### src/hdl/xerd_pkg.sv
// Shared types and constants of the XML entity reference decoder.
package xerd_pkg;

    // Most result words that one input byte can cause.
    localparam int MAX_WORDS = 4;
    localparam int CNT_W     = $clog2(MAX_WORDS + 1);
    localparam int IDX_W     = $clog2(MAX_WORDS);

    typedef enum logic [2:0] {
        ERR_NONE  = 3'd0,
        ERR_NAMED = 3'd1,
        ERR_SEMI  = 3'd2,
        ERR_RANGE = 3'd3,
        ERR_EOS   = 3'd4
    } t_err;

    // One result word.
    typedef struct packed {
        logic [7:0] data;
        logic       valid;
        t_err       err;
    } t_word;

    // All result words of one input byte, oldest in slot 0.
    typedef struct packed {
        t_word [MAX_WORDS-1:0] words;
        logic  [CNT_W-1:0]     cnt;
        logic                  done;
    } t_cmd;

endpackage

### src/hdl/xml_entity_reference_decoder.sv
// Top level of the XML entity reference decoder with UTF-8 output.
// The first result word of a byte passes through the result queue and then the output register.
// Throughput: one input byte per cycle; the output side sends one word per cycle while the
// receiver is ready, so a byte of n words (up to four for a character reference) holds it longer.
// A result queue of QUEUE_DEPTH groups absorbs these bursts; input stalls only when it fills.
// Reset is synchronous and active low; it empties the queue and returns to string start.
module xml_entity_reference_decoder import xerd_pkg::*; #(
    parameter int QUEUE_DEPTH = 4
) (
    input  logic       i_clk,
    input  logic       i_rst_n,
    // Input byte stream.
    input  logic       i_s_tvalid,
    output logic       o_s_tready,
    input  logic [7:0] i_s_tdata,   // [7:0] in_byte
    input  logic       i_s_tlast,   // end_of_string
    // Decoded result stream.
    output logic       o_m_tvalid,
    input  logic       i_m_tready,
    output logic [7:0] o_m_tdata,   // [7:0] out_byte
    output logic [3:0] o_m_tuser,   // [0] byte_valid, [3:1] error_code
    output logic       o_m_tlast    // string_done
);

    localparam int CMD_W = $bits(t_cmd);

    // The front end turns each accepted byte into a group of up to four result words.
    // The group is written straight into the queue, so the front end never waits on
    // the output side unless the queue is full.
    t_cmd  front_cmd;
    t_cmd  head_cmd;
    logic  front_push;
    logic  q_full;
    logic  q_empty;
    logic  back_pop;
    t_word out_word;

    xerd_front u_front (
        .i_clk   (i_clk),
        .i_rst_n (i_rst_n),
        .i_valid (i_s_tvalid),
        .o_ready (o_s_tready),
        .i_byte  (i_s_tdata),
        .i_eos   (i_s_tlast),
        .o_push  (front_push),
        .o_cmd   (front_cmd),
        .i_full  (q_full)
    );

    xerd_fifo #(
        .W     (CMD_W),
        .DEPTH (QUEUE_DEPTH)
    ) u_queue (
        .i_clk   (i_clk),
        .i_rst_n (i_rst_n),
        .i_push  (front_push),
        .i_data  (front_cmd),
        .o_full  (q_full),
        .i_pop   (back_pop),
        .o_data  (head_cmd),
        .o_empty (q_empty)
    );

    // The back end walks through the words of the head group, one per cycle while the output
    // is not stalled, into an output register, and pops the group as its last word is loaded.
    xerd_back u_back (
        .i_clk    (i_clk),
        .i_rst_n  (i_rst_n),
        .i_cmd    (head_cmd),
        .i_empty  (q_empty),
        .o_pop    (back_pop),
        .o_tvalid (o_m_tvalid),
        .i_tready (i_m_tready),
        .o_word   (out_word),
        .o_last   (o_m_tlast)
    );

    assign o_m_tdata = out_word.data;
    assign o_m_tuser = {out_word.err, out_word.valid};

endmodule

### src/hdl/xerd_fifo.sv
// Small register queue between the decoder front end and the output back end.
module xerd_fifo #(
    parameter int W     = 8,
    parameter int DEPTH = 4
) (
    input  logic         i_clk,
    input  logic         i_rst_n,
    input  logic         i_push,
    input  logic [W-1:0] i_data,
    output logic         o_full,
    input  logic         i_pop,
    output logic [W-1:0] o_data,
    output logic         o_empty
);

    localparam int AW = $clog2(DEPTH);
    localparam int CW = $clog2(DEPTH + 1);

    logic [W-1:0]  r_mem [DEPTH];
    logic [AW-1:0] r_wr;
    logic [AW-1:0] r_rd;
    logic [CW-1:0] r_cnt;
    logic          push_ok;
    logic          pop_ok;

    assign o_full  = (r_cnt == CW'(DEPTH));
    assign o_empty = (r_cnt == '0);
    assign push_ok = i_push && !o_full;
    assign pop_ok  = i_pop && !o_empty;
    assign o_data  = r_mem[r_rd];

    always_ff @(posedge i_clk) begin
        if (push_ok) begin
            r_mem[r_wr] <= i_data;
        end
    end

    always_ff @(posedge i_clk) begin
        if (!i_rst_n) begin
            r_wr  <= '0;
            r_rd  <= '0;
            r_cnt <= '0;
        end else begin
            if (push_ok) begin
                r_wr <= (r_wr == AW'(DEPTH - 1)) ? '0 : r_wr + 1'b1;
            end
            if (pop_ok) begin
                r_rd <= (r_rd == AW'(DEPTH - 1)) ? '0 : r_rd + 1'b1;
            end
            if (push_ok && !pop_ok) begin
                r_cnt <= r_cnt + 1'b1;
            end else if (pop_ok && !push_ok) begin
                r_cnt <= r_cnt - 1'b1;
            end
        end
    end

endmodule

### src/hdl/xerd_front.sv
// Front end: accepts input bytes, tracks entity parsing and builds result words.
module xerd_front import xerd_pkg::*; (
    input  logic       i_clk,
    input  logic       i_rst_n,
    input  logic       i_valid,
    output logic       o_ready,
    input  logic [7:0] i_byte,
    input  logic       i_eos,
    output logic       o_push,
    output t_cmd       o_cmd,
    input  logic       i_full
);

    localparam logic [7:0] CH_NUL  = 8'h00;
    localparam logic [7:0] CH_DQ   = 8'h22;
    localparam logic [7:0] CH_HASH = 8'h23;
    localparam logic [7:0] CH_AMP  = 8'h26;
    localparam logic [7:0] CH_SQ   = 8'h27;
    localparam logic [7:0] CH_0    = 8'h30;
    localparam logic [7:0] CH_9    = 8'h39;
    localparam logic [7:0] CH_SEMI = 8'h3B;
    localparam logic [7:0] CH_LT   = 8'h3C;
    localparam logic [7:0] CH_GT   = 8'h3E;
    localparam logic [7:0] CH_UA   = 8'h41;
    localparam logic [7:0] CH_UF   = 8'h46;
    localparam logic [7:0] CH_A    = 8'h61;
    localparam logic [7:0] CH_F    = 8'h66;
    localparam logic [7:0] CH_G    = 8'h67;
    localparam logic [7:0] CH_L    = 8'h6C;
    localparam logic [7:0] CH_M    = 8'h6D;
    localparam logic [7:0] CH_O    = 8'h6F;
    localparam logic [7:0] CH_P    = 8'h70;
    localparam logic [7:0] CH_Q    = 8'h71;
    localparam logic [7:0] CH_S    = 8'h73;
    localparam logic [7:0] CH_T    = 8'h74;
    localparam logic [7:0] CH_U    = 8'h75;
    localparam logic [7:0] CH_X    = 8'h78;

    localparam logic [20:0] CODE_LIMIT = 21'h110000;
    localparam logic [20:0] CODE_SAT   = 21'h1FFFFF;

    typedef enum logic [3:0] {
        PH_IDLE,
        PH_AMP,
        PH_NAMED,
        PH_HASH,
        PH_DEC,
        PH_HEX
    } t_phase;

    typedef enum logic [2:0] {
        ENT_AMP  = 3'd0,
        ENT_APOS = 3'd1,
        ENT_GT   = 3'd2,
        ENT_LT   = 3'd3,
        ENT_QUOT = 3'd4
    } t_ent;

    // Expected character at a position of a named entity; NUL past its end.
    function automatic logic [7:0] ent_text(t_ent k, logic [2:0] p);
        logic [7:0] c;
        c = CH_NUL;
        unique case (k)
            ENT_AMP: begin
                unique case (p)
                    3'd0: c = CH_A;
                    3'd1: c = CH_M;
                    3'd2: c = CH_P;
                    3'd3: c = CH_SEMI;
                    default: c = CH_NUL;
                endcase
            end
            ENT_APOS: begin
                unique case (p)
                    3'd0: c = CH_A;
                    3'd1: c = CH_P;
                    3'd2: c = CH_O;
                    3'd3: c = CH_S;
                    3'd4: c = CH_SEMI;
                    default: c = CH_NUL;
                endcase
            end
            ENT_GT, ENT_LT: begin
                unique case (p)
                    3'd0: c = (k == ENT_GT) ? CH_G : CH_L;
                    3'd1: c = CH_T;
                    3'd2: c = CH_SEMI;
                    default: c = CH_NUL;
                endcase
            end
            ENT_QUOT: begin
                unique case (p)
                    3'd0: c = CH_Q;
                    3'd1: c = CH_U;
                    3'd2: c = CH_O;
                    3'd3: c = CH_T;
                    3'd4: c = CH_SEMI;
                    default: c = CH_NUL;
                endcase
            end
            default: c = CH_NUL;
        endcase
        return c;
    endfunction

    function automatic logic [7:0] ent_char(t_ent k);
        logic [7:0] c;
        unique case (k)
            ENT_AMP:  c = CH_AMP;
            ENT_APOS: c = CH_SQ;
            ENT_GT:   c = CH_GT;
            ENT_LT:   c = CH_LT;
            ENT_QUOT: c = CH_DQ;
            default:  c = CH_NUL;
        endcase
        return c;
    endfunction

    function automatic t_cmd put_word(t_cmd c, logic [7:0] b, logic v, t_err e);
        t_cmd r;
        r = c;
        if (c.cnt < CNT_W'(MAX_WORDS)) begin
            r.words[c.cnt[IDX_W-1:0]] = '{data: b, valid: v, err: e};
            r.cnt = c.cnt + 1'b1;
        end
        return r;
    endfunction

    function automatic t_cmd put_utf8(t_cmd c, logic [20:0] cp);
        t_cmd r;
        r = c;
        if (cp < 21'h80) begin
            r = put_word(r, cp[7:0], 1'b1, ERR_NONE);
        end else if (cp < 21'h800) begin
            r = put_word(r, {3'b110, cp[10:6]}, 1'b1, ERR_NONE);
            r = put_word(r, {2'b10, cp[5:0]}, 1'b1, ERR_NONE);
        end else if (cp < 21'h10000) begin
            r = put_word(r, {4'b1110, cp[15:12]}, 1'b1, ERR_NONE);
            r = put_word(r, {2'b10, cp[11:6]}, 1'b1, ERR_NONE);
            r = put_word(r, {2'b10, cp[5:0]}, 1'b1, ERR_NONE);
        end else begin
            r = put_word(r, {5'b11110, cp[20:18]}, 1'b1, ERR_NONE);
            r = put_word(r, {2'b10, cp[17:12]}, 1'b1, ERR_NONE);
            r = put_word(r, {2'b10, cp[11:6]}, 1'b1, ERR_NONE);
            r = put_word(r, {2'b10, cp[5:0]}, 1'b1, ERR_NONE);
        end
        return r;
    endfunction

    // Accumulator times ten or sixteen plus one digit, with headroom.
    function automatic logic [25:0] acc_next(logic [20:0] acc, logic hex, logic [3:0] dig);
        logic [25:0] a;
        a = {5'b0, acc};
        return hex ? ((a << 4) + {22'b0, dig}) : ((a << 3) + (a << 1) + {22'b0, dig});
    endfunction

    t_phase      r_phase,  n_phase;
    logic [2:0]  r_mpos,   n_mpos;
    t_ent        r_kind,   n_kind;
    logic [20:0] r_acc,    n_acc;
    logic        r_ovf,    n_ovf;
    logic        r_first,  n_first;
    logic        r_quoted, n_quoted;
    logic        r_skip,   n_skip;

    logic accept;
    t_cmd cmd;

    assign o_ready = !i_full;
    assign accept  = i_valid && !i_full;
    assign o_push  = accept && (cmd.cnt != '0);
    assign o_cmd   = cmd;

    always_comb begin
        t_phase      ph;
        t_ent        k;
        logic        handled;
        logic        serr;
        logic        is_dec;
        logic        is_hexl;
        logic        is_hexu;
        logic        do_acc;
        logic        do_fin;
        logic [7:0]  dig8;
        logic [25:0] v;

        n_phase  = r_phase;
        n_mpos   = r_mpos;
        n_kind   = r_kind;
        n_acc    = r_acc;
        n_ovf    = r_ovf;
        n_first  = r_first;
        n_quoted = r_quoted;
        n_skip   = r_skip;
        cmd      = '0;
        ph       = r_phase;
        k        = r_kind;
        handled  = 1'b0;
        serr     = 1'b0;
        do_acc   = 1'b0;
        do_fin   = 1'b0;
        is_dec   = (i_byte >= CH_0) && (i_byte <= CH_9);
        is_hexl  = (i_byte >= CH_A) && (i_byte <= CH_F);
        is_hexu  = (i_byte >= CH_UA) && (i_byte <= CH_UF);
        if (is_dec) begin
            dig8 = i_byte - CH_0;
        end else if (is_hexl) begin
            dig8 = i_byte - CH_A + 8'd10;
        end else begin
            dig8 = i_byte - CH_UA + 8'd10;
        end
        v = acc_next(r_acc, (r_phase == PH_HEX), dig8[3:0]);

        if (r_skip) begin
            // Rest of the string after an error is dropped.
        end else if (r_first && (i_byte == CH_SQ || i_byte == CH_DQ)) begin
            n_first  = 1'b0;
            n_quoted = 1'b1;
        end else begin
            n_first = 1'b0;
            if (!(r_quoted && i_eos)) begin
                if (ph == PH_AMP) begin
                    ph      = PH_IDLE;
                    n_mpos  = 3'd1;
                    n_acc   = '0;
                    n_ovf   = 1'b0;
                    handled = 1'b1;
                    unique case (i_byte)
                        CH_A: begin
                            n_kind = ENT_AMP;
                            ph     = PH_NAMED;
                        end
                        CH_G: begin
                            n_kind = ENT_GT;
                            ph     = PH_NAMED;
                        end
                        CH_L: begin
                            n_kind = ENT_LT;
                            ph     = PH_NAMED;
                        end
                        CH_Q: begin
                            n_kind = ENT_QUOT;
                            ph     = PH_NAMED;
                        end
                        CH_HASH: begin
                            ph = PH_HASH;
                        end
                        default: begin
                            // Not an entity: the ampersand is literal and the
                            // byte goes on as plain text.
                            cmd     = put_word(cmd, CH_AMP, 1'b1, ERR_NONE);
                            handled = 1'b0;
                        end
                    endcase
                end
                if (!handled) begin
                    if (ph == PH_NAMED) begin
                        k = n_kind;
                        if (k == ENT_AMP && n_mpos == 3'd1 && i_byte == CH_P) begin
                            k      = ENT_APOS;
                            n_kind = ENT_APOS;
                        end
                        if (n_mpos > 3'd5 || ent_text(k, n_mpos) != i_byte
                                || i_byte == CH_NUL) begin
                            cmd  = put_word(cmd, 8'h00, 1'b0, ERR_NAMED);
                            serr = 1'b1;
                            ph   = PH_IDLE;
                        end else if (i_byte == CH_SEMI) begin
                            ph  = PH_IDLE;
                            cmd = put_word(cmd, ent_char(k), 1'b1, ERR_NONE);
                        end else begin
                            n_mpos = n_mpos + 3'd1;
                        end
                    end else begin
                        if (ph == PH_HASH) begin
                            if (i_byte == CH_X) begin
                                ph      = PH_HEX;
                                handled = 1'b1;
                            end else begin
                                ph = PH_DEC;
                            end
                        end
                        if (!handled) begin
                            if (ph == PH_DEC) begin
                                do_acc = is_dec;
                                do_fin = !is_dec;
                            end else if (ph == PH_HEX) begin
                                do_acc = is_dec || is_hexl || is_hexu;
                                do_fin = !(is_dec || is_hexl || is_hexu);
                            end else begin
                                ph = PH_IDLE;
                                if (i_byte == CH_AMP) begin
                                    ph = PH_AMP;
                                end else begin
                                    cmd = put_word(cmd, i_byte, 1'b1, ERR_NONE);
                                end
                            end
                        end
                    end
                end
                if (do_acc && !n_ovf) begin
                    // Overflow saturates and stays set until the terminator.
                    if (v >= {5'b0, CODE_LIMIT}) begin
                        n_ovf = 1'b1;
                        n_acc = CODE_SAT;
                    end else begin
                        n_acc = v[20:0];
                    end
                end
                if (do_fin) begin
                    if (i_byte != CH_SEMI) begin
                        cmd  = put_word(cmd, 8'h00, 1'b0, ERR_SEMI);
                        serr = 1'b1;
                        ph   = PH_IDLE;
                    end else if (n_ovf || n_acc >= CODE_LIMIT) begin
                        cmd  = put_word(cmd, 8'h00, 1'b0, ERR_RANGE);
                        serr = 1'b1;
                        ph   = PH_IDLE;
                    end else begin
                        ph  = PH_IDLE;
                        cmd = put_utf8(cmd, n_acc);
                    end
                end
            end
            if (serr) begin
                n_skip = 1'b1;
            end else if (i_eos) begin
                if (ph == PH_AMP) begin
                    cmd = put_word(cmd, CH_AMP, 1'b1, ERR_NONE);
                end else if (ph != PH_IDLE) begin
                    cmd = put_word(cmd, 8'h00, 1'b0, ERR_EOS);
                end
            end
            n_phase = ph;
        end

        if (i_eos) begin
            if (cmd.cnt == '0) begin
                cmd = put_word(cmd, 8'h00, 1'b0, ERR_NONE);
            end
            cmd.done = 1'b1;
            n_phase  = PH_IDLE;
            n_mpos   = '0;
            n_kind   = ENT_AMP;
            n_acc    = '0;
            n_ovf    = 1'b0;
            n_first  = 1'b1;
            n_quoted = 1'b0;
            n_skip   = 1'b0;
        end
    end

    always_ff @(posedge i_clk) begin
        if (!i_rst_n) begin
            r_phase  <= PH_IDLE;
            r_mpos   <= '0;
            r_kind   <= ENT_AMP;
            r_acc    <= '0;
            r_ovf    <= 1'b0;
            r_first  <= 1'b1;
            r_quoted <= 1'b0;
            r_skip   <= 1'b0;
        end else if (accept) begin
            r_phase  <= n_phase;
            r_mpos   <= n_mpos;
            r_kind   <= n_kind;
            r_acc    <= n_acc;
            r_ovf    <= n_ovf;
            r_first  <= n_first;
            r_quoted <= n_quoted;
            r_skip   <= n_skip;
        end
    end

endmodule

### src/hdl/xerd_back.sv
// Back end: unpacks queued result groups into single words on the output register.
module xerd_back import xerd_pkg::*; (
    input  logic  i_clk,
    input  logic  i_rst_n,
    input  t_cmd  i_cmd,
    input  logic  i_empty,
    output logic  o_pop,
    output logic  o_tvalid,
    input  logic  i_tready,
    output t_word o_word,
    output logic  o_last
);

    logic [IDX_W-1:0] r_idx;
    logic             r_ovalid;
    t_word            r_word;
    logic             r_last;
    logic             load;
    logic             last_of_cmd;

    assign load        = !i_empty && (!r_ovalid || i_tready);
    assign last_of_cmd = (CNT_W'(r_idx) == i_cmd.cnt - 1'b1);
    assign o_pop       = load && last_of_cmd;
    assign o_tvalid    = r_ovalid;
    assign o_word      = r_word;
    assign o_last      = r_last;

    always_ff @(posedge i_clk) begin
        if (!i_rst_n) begin
            r_idx    <= '0;
            r_ovalid <= 1'b0;
        end else if (load) begin
            r_ovalid <= 1'b1;
            r_word   <= i_cmd.words[r_idx];
            r_last   <= i_cmd.done && last_of_cmd;
            r_idx    <= last_of_cmd ? '0 : r_idx + 1'b1;
        end else if (i_tready) begin
            r_ovalid <= 1'b0;
        end
    end

endmodule

### config.mk
export PLATFORM = sky130hd
export DESIGN_NAME = xml_entity_reference_decoder
export DESIGN_NICKNAME = d
export VERILOG_FILES = /design/src/hdl/xerd_pkg.sv /design/src/hdl/xml_entity_reference_decoder.sv /design/src/hdl/xerd_fifo.sv /design/src/hdl/xerd_front.sv /design/src/hdl/xerd_back.sv
export SDC_FILE = /design/constraint.sdc
export NUM_CORES = 1
export LEC_CHECK = 0
export BUFFER_PORTS_ARGS = -buffer_cell sky130_fd_sc_hd__buf_2
export CAP_MARGIN = 40
export CORE_ASPECT_RATIO = 0.9
export CORE_MARGIN = 5
export CORE_UTILIZATION = 46
export CTS_CLUSTER_SIZE = 20
export DETAILED_ROUTE_END_ITERATION = 10
export GPL_TIMING_DRIVEN = 1
export PLACE_DENSITY = 0.57
export SETUP_SLACK_MARGIN = 0.2
export SLEW_MARGIN = 20
export SYNTH_ARGS = -nofsm -noshare
export SYNTH_HDL_FRONTEND = slang
export SYNTH_SLANG_ARGS = --single-unit
### constraint.sdc
create_clock -name i_clk -period 17.3 [get_ports i_clk]
set_input_delay 1.73 -clock i_clk [delete_from_list [all_inputs] [get_ports i_clk]]
set_output_delay 1.73 -clock i_clk [all_outputs]
set_load 0.05 [all_outputs]
# [Word-level counts from Yosys, hierarchy flattened]
# Memory sizes are Yosys's and may differ from the RTL's. A register that Yosys moved wholly into a read port is not among the register bits.
# Cells that the tools add are included.
[totals] out_inout_bits=15 mem_count=1 ram_bits=208 register_bits=58
[classes] mux=296 order_cmp=43 addsub=25 bitwise=17 n_eq_ne=35 n_reduce_logical=61
[memory_table] name="u_queue.r_mem" depth=4 word_bits=52 read_ports=1 rd_ports_with_merged_regs=1 wr=1 line="xerd_fifo.sv:19" rtl="logic [W-1:0] r_mem [DEPTH];"
[ops] cell="51-bit 2-to-1 mux" n=71
[ops] cell="52-bit 2-to-1 mux" n=32
[ops] cell="48-bit bitwise mux" n=12
[ops] cell="12-bit demux with 2-bit select" n=10
[ops] cell="21-bit 2-to-1 mux" n=10
[ops] cell="44-bit bitwise AND" n=3
[ops] cell="12-bit 2-to-1 mux" n=11
[ops] cell="44-bit inverter" n=3
[ops] cell="4-bit 2-to-1 mux" n=27
[ops] cell="8-bit 2-to-1 mux" n=12
[ops] cell="3-bit 2-to-1 mux" n=30
[ops] cell="7-bit one-hot mux with 5 select lines" n=2
[ops] cell="1-bit 2-to-1 mux" n=65
[ops] cell="48-bit bitwise AND" n=1
[ops] cell="8-bit by 7-bit == test with 1-bit output (second input constant)" n=6
[ops] cell="48-bit inverter" n=1
[ops] cell="40-bit bitwise AND" n=1
[ops] cell="8-bit by 6-bit == test with 1-bit output (second input constant)" n=5
[ops] cell="40-bit inverter" n=1
[ops] cell="3-bit by 1-bit adder with 3-bit output (second input constant)" n=12
[ops] cell="2-bit by 3-bit < comparator with 1-bit output (second input constant)" n=11
[ops] cell="32-bit bitwise AND" n=1
[ops] cell="32-bit inverter" n=1
[ops] cell="8-bit one-hot mux with 4 select lines" n=1
[ops] cell="56 further kinds" n=148

# [Depth between registers and ports, before layout]
[depth] depth_word=131 mapped_depth=39 mapped_depth_nobuf=37

# [Modules after synthesis]
# Synthesis repeated with hierarchy kept, for this count alone.
[unflattened] cells_unflattened=1613 hier_area_um2=17380.4
[by_module_without_submodules] mod="xerd_front" instances=1 seq_area_each_um2=700.7 cells_each=1237 area_each_um2=8405.6
[by_module_without_submodules] mod="xerd_fifo" instances=1 seq_area_each_um2=6426.2 cells_each=323 area_each_um2=8045.2
[by_module_without_submodules] mod="xerd_back" instances=1 seq_area_each_um2=450.4 cells_each=53 area_each_um2=929.6

# [Worst setup path before layout]
# No wires, ideal clock.
[synth_timing] path_kind="input port to flip-flop" startpoint="input i_s_tdata[0]" endpoint="memory u_queue.r_mem[0][0] (netlist bit) (enable)" n_path_buf=3 t_arrival_ns=9.324 setup_slack_ns=7.561 stages=34 setup_time_ns=0.415 t_required_ns=16.885 path_cell_list="clkbuf_1 inv_1 ha_1 nor2_1 o21ai_0 and3_1 clkbuf_1 nand2b_1 xnor2_1 ha_1 a21o_1 a21oi_1 nor3_1 and4_4 nand4_4 or4_4 or4_4 a31oi_4 a31oi_4 or3_1 buf_6 nor4_4 a211oi_2 nor3_1 ha_1 nand3_1 o41ai_4 inv_1 ha_1 nand2_1 inv_1 nor4b_2 a211oi_4 and2_1"
[synth_via] elab_chain_cells=94 word_cells_on_any_way=285 classes_between="17 x add/sub; 21 x order compare; 22 x eq/ne; 199 x mux; 26 x reduce/logical"
[synth_rtl] item="start, declared" line="xml_entity_reference_decoder.sv:15" rtl="input logic [7:0] i_s_tdata,"
[synth_rtl] item="8-bit by 7-bit == test with 1-bit output" line="xerd_front.sv:228" rtl="unique case (i_byte)"
[synth_rtl] item="3-bit one-hot mux with 4 select lines" line="xerd_front.sv:228"
[synth_rtl] item="3-bit 2-to-1 mux" line="xerd_front.sv:222" rtl="if (ph == PH_AMP) begin"
[synth_rtl] item="3-bit 2-to-1 mux" line="xerd_front.sv:221" rtl="if (!(r_quoted && i_eos)) begin"
[synth_rtl] item="3-bit 2-to-1 mux" line="xerd_front.sv:216" rtl="end else if (r_first && (i_byte == CH_SQ || i_byte == CH_DQ)) begin"
[synth_rtl] item="3-bit 2-to-1 mux" line="xerd_front.sv:214" rtl="if (r_skip) begin"
[synth_rtl] item="3-bit logical NOT" line="xerd_front.sv:259" rtl="if (k == ENT_AMP && n_mpos == 3'd1 && i_byte == CH_P) begin"
[synth_rtl] item="1-bit logical AND (2 in series)" line="xerd_front.sv:259"
[synth_rtl] item="(+78 left out)"
[synth_rtl] item="52-bit 2-to-1 mux" line="xerd_front.sv:338" rtl="if (cmd.cnt == '0) begin"
[synth_rtl] item="52-bit 2-to-1 mux *" line="xerd_front.sv:337" rtl="if (i_eos) begin"
[synth_rtl] item="3-bit nonzero test *" line="xerd_front.sv:171" rtl="assign o_push = accept && (cmd.cnt != '0);"
[synth_rtl] item="1-bit logical AND *" line="xerd_front.sv:171"
[synth_rtl] item="1-bit logical AND *" line="xerd_fifo.sv:28" rtl="assign push_ok = i_push && !o_full;"
[synth_rtl] item="named net u_queue.push_ok" line="xerd_fifo.sv:23" rtl="logic push_ok;"
[synth_rtl] item="1-bit 2-to-1 mux *" line="xerd_fifo.sv:33" rtl="if (push_ok) begin"
[synth_rtl] item="1-bit 2-to-1 mux (not written as such) *" line="xerd_fifo.sv:34" rtl="r_mem[r_wr] <= i_data;"
[synth_rtl] item="end, declared" line="xerd_fifo.sv:19"
# Mark *: on every way through the listed nets, which the timed path passes. The rest lies on a longest branch. The select of a mux whose other input is x is not followed.

# [Final worst setup path]
[layout_timing] startpoint="input i_s_tdata[0]" endpoint="register u_queue.r_cnt[2]"
[layout_via] elab_chain_cells=95 word_cells_on_any_way=288 classes_between="17 x add/sub; 21 x order compare; 22 x eq/ne; 198 x mux; 30 x reduce/logical"
[layout_rtl] item="8-bit by 7-bit == test with 1-bit output" line="xerd_front.sv:228"
[layout_rtl] item="3-bit one-hot mux with 4 select lines" line="xerd_front.sv:228"
[layout_rtl] item="3-bit 2-to-1 mux" line="xerd_front.sv:222"
[layout_rtl] item="3-bit 2-to-1 mux" line="xerd_front.sv:221"
[layout_rtl] item="3-bit 2-to-1 mux" line="xerd_front.sv:216"
[layout_rtl] item="3-bit 2-to-1 mux" line="xerd_front.sv:214"
[layout_rtl] item="3-bit logical NOT" line="xerd_front.sv:259"
[layout_rtl] item="1-bit logical AND (2 in series)" line="xerd_front.sv:259"
[layout_rtl] item="(+79 left out)"
[layout_rtl] item="52-bit 2-to-1 mux *" line="xerd_front.sv:337"
[layout_rtl] item="3-bit nonzero test *" line="xerd_front.sv:171"
[layout_rtl] item="1-bit logical AND *" line="xerd_front.sv:171"
[layout_rtl] item="1-bit logical AND *" line="xerd_fifo.sv:28"
[layout_rtl] item="named net u_queue.push_ok" line="xerd_fifo.sv:23"
[layout_rtl] item="1-bit logical NOT" line="xerd_fifo.sv:52" rtl="end else if (pop_ok && !push_ok) begin"
[layout_rtl] item="1-bit logical AND" line="xerd_fifo.sv:52"
[layout_rtl] item="2-bit nonzero test (no source line)"
[layout_rtl] item="end signal, assigned" line="xerd_fifo.sv:51" rtl="r_cnt <= r_cnt + 1'b1;"
[layout_rtl] item="end signal, assigned" line="xerd_fifo.sv:53" rtl="r_cnt <= r_cnt - 1'b1;"
[layout_rtl] item="end, declared" line="xerd_fifo.sv:22" rtl="logic [CW-1:0] r_cnt;"
# Marked as above.
# A chain may end at the register's enable or synchronous reset.

==> reports/summary.txt <==
Power per Cell Area - 94.83 nW/um^2
Post-CTS Setup Repair Bufs - 0
Switching share of total power - 27.23%
Clock slew at reported path FFs - 0.06 ns
Drt initial violations - 1714
Area after DPL - 17930 sq um
Req. time, crit path - 17.78 ns
RSZ-0062 raised after global routing - false
CP max stage cell - or4_4
# DRC - 0
Sequential share of the synthesized area - 43.99%
Clock skew - 0.01509 ns
Fillcell total - 3348
Clock sinks - 268
Routability cong. - 0.9432
Core area - 37140 sq um
Fraction of layout cells with a size suffix above 1 - 14.50%
IO Pins - 28
Die Footprint - 41420 sq um
Most frequent cells in the layout - 221 x edfxtp_1, 159 x a21oi_1, 145 x nor2_1
Post-Syn Instances - 1645
Antenna violations before repair - 2
Combinational power share - 21.5%
Initial Util - 46.39%
Leading area contributor after synthesis - edfxtp_1
Minimum clock period - 9.866 ns
CTS Root Cell - clkbuf_16
Critical path class - in -> reg
Worst-case clock buffer depth - 3
Max-cap violations - 0
Diodes inserted - 0
PortBufs - 27
Most common cell on crit path - ha_1
GRT Overall Usage - 24.00%
Setup crit start kind - input port
Max Fclk - 101.4 MHz
Worst R2R Start - u_front.r_phase[0]
Post-route cell area - 18850 sq um
Synthesized area - 17230 sq um
Post-Syn Area per Cell - 10.47 sq um
Worst path max stage delay - 0.53 ns
CP Data Arrival Time - 10.34 ns
FF-to-FF path depth - 38
Final TNS setup - 0 ns
Top post-synthesis cells by area - edfxtp_1 39%, mux4_2 8.4%, dfxtp_1 5.5%, a21oi_1 4.6%, ha_1 4.4%
Worst reg2reg path endpoint - u_queue.r_cnt[2]
Critical Path Sink - u_queue.r_cnt[2]
FF+latch count, synth - 268
Worst setup margin - 7.434 ns
Final Slew Violations - 0
Commonest non-fill, non-tap cell in the layout - edfxtp_1
CTS Hold Bufs - 0
Number of vias per cell - 6.586
Footprint of the multi-input gates - 9136 sq um
Final nets - 1717
Synth warnings - 0
Routing usage on met3 - 2.720%
Largest net degree at the start of global routing - 53
Setup WS pre-CTS - 6.980 ns
Net switching power - 486.8 uW
Clk pwr share - 33.4%
Slew HR - 40.37%
Hold Vio Cnt, Final - 0
Routing usage on met2 - 37.28%
Yosys top cell area share - 38.52%
Die Wd - 214.0 microns
Die height - 193.6 microns
Leakage - 0.006541 uW
Area growth, synth to finish - 9.442%
VDD IR max - 0.07027 mV
Row count - 67
CP startpoint - i_s_tdata[0]
Dpl hpwl - 36260 microns
Wire per inst - 24.10 microns
Worst skew pair latency - 0.56 ns
DR vias - 14130
P_int - 1301 uW
Syn_nets - 1721
Post-route ant nets - 0
Status - completed
Synth Flop Type - edfxtp_1
Least-Margin Pin Slew - 0.8945 ns
Sequential share of power - 45.1%
Crit end category - register
# setup viols final - 0
Total wire length - 51690 microns
Crit-path max FO - 17
Hold Crit Class - reg -> reg
Reg-to-reg slack, setup - 8.10 ns
Resized cells post-CTS - 0
Yosys cell types - 102
Busiest grt layer - met2
Vias in the first global route - 13240
GRT overflow - 0
Fin crit share - 57.03%
CTS tree - built
FF/Latch Area - 7582 sq um
CTS HTree Levels - 1
Post-synth EDFFs - 221
Global-route track usage on met1 - 35.93%
DR pass1 iterations - 6
First-pass GRT wire length - 80300 microns
Ys async rst share - 0%
Total CTS buffers - 28
-- synth_stat cells, types with 8 or more instances --
master,count
and3_1,16
inv_1,37
mux2_2,8
o21ai_1,10
or3_1,15
xor2_1,13
clkbuf_1,84
a2111oi_0,8
nand4_1,10
mux4_2,64
nor2_1,145
o211ai_1,15
a211oi_1,24
xnor2_1,20
nor4_1,18
edfxtp_1,221
nand3_1,35
a22oi_1,35
a31oi_1,30
o21ai_0,80
and2_1,28
a21o_1,14
a221o_1,10
buf_2,9
a221oi_1,9
ha_1,60
nor2b_1,37
o22ai_1,10
nor3_1,40
dfxtp_1,47
nand2_1,129
a21boi_0,8
a21oi_1,159
mux2i_1,20
-- layer usage --
metal / vias up / wire (microns)
met4: 0 / 1523
li1: 6399 / -
met5: - / 0
met3: 125 / 3462
met1: 6999 / 23540
met2: 605 / 23160
-- sequential cells by signal, summed over array words and instances (netlist names), 2 cells and up, named ones only --
signal,flops
u_queue.r_rd,2
u_queue.r_mem,208
u_front.r_kind,3
u_back.r_idx,2
u_queue.r_wr,2
u_queue.r_cnt,3
u_front.r_mpos,3
u_back.o_word,12
u_front.r_phase,4
u_front.r_acc,21
-- through the flow --
step	hold WS, ns	instances	power (uW)	util, %
after floorplan	0.4350	1645	1102	-
after detailed placement	0.4706	2091	1213	48.27
after global placement	0.4560	2087	1197	48.07
after CTS	0.4802	2142	1813	50.71
after global routing	0.5092	2145	1869	50.77
final	0.4773	2145	1788	50.77
-- power by group through the flow --
stage | clock network (uW) | registers [uW] | logic, uW
2_1_floorplan | 0 | 855 | 247
3_3_place_gp | 0 | 818 | 379
3_5_place_dp | 0 | 820 | 393
4_1_cts | 611 | 807 | 394
5_1_grt | 639 | 813 | 417
6_report | 597 | 805 | 385
-- cell type report --
class                   count  share of cell area [%]
flip-flops and latches    268                   40.22
multi-input cells        1238                   48.46
well taps                 483                   3.205
repair buffers             68                   2.582
inverters                  37                  0.7367
clock inverters            15                  0.8097
clock buffers              36                   3.989
-- worst min path at each step --
stage          slack [ns]               to  cells after the start             from
2_1_floorplan        0.43  u_front.r_first                      2  u_front.r_first
3_3_place_gp         0.46  u_front.r_first                      2  u_front.r_first
3_5_place_dp         0.47  u_front.r_first                      2  u_front.r_first
4_1_cts              0.48  u_front.r_first                      2  u_front.r_first
5_1_grt              0.51  u_back.o_tvalid                      2  u_back.o_tvalid
6_report             0.48  u_front.r_first                      2  u_front.r_first
-- critical path, delay by kind of cell --
family | cells | cell delay [ns]
XOR/XNOR | 2 | 0.49
AO/OA/AOI/OAI | 9 | 1.54
AND/OR/NAND/NOR | 15 | 4.09
buffers and inverters | 6 | 0.95
adder cells (fa/ha/maj) | 6 | 1.51
-- cell families after synthesis --
kind of cell | after synthesis | synth area share, %
and+or+nand+nor | 532 | 15.81
DFF | 268 | 43.99
muxes | 92 | 10.05
buffers and inverters | 139 | 3.203
adders and majority gates | 63 | 4.707
xor gates and xnor gates | 36 | 1.961
AOI/OAI and AO/OA | 515 | 20.28
(Power assumes the default switching activity.)
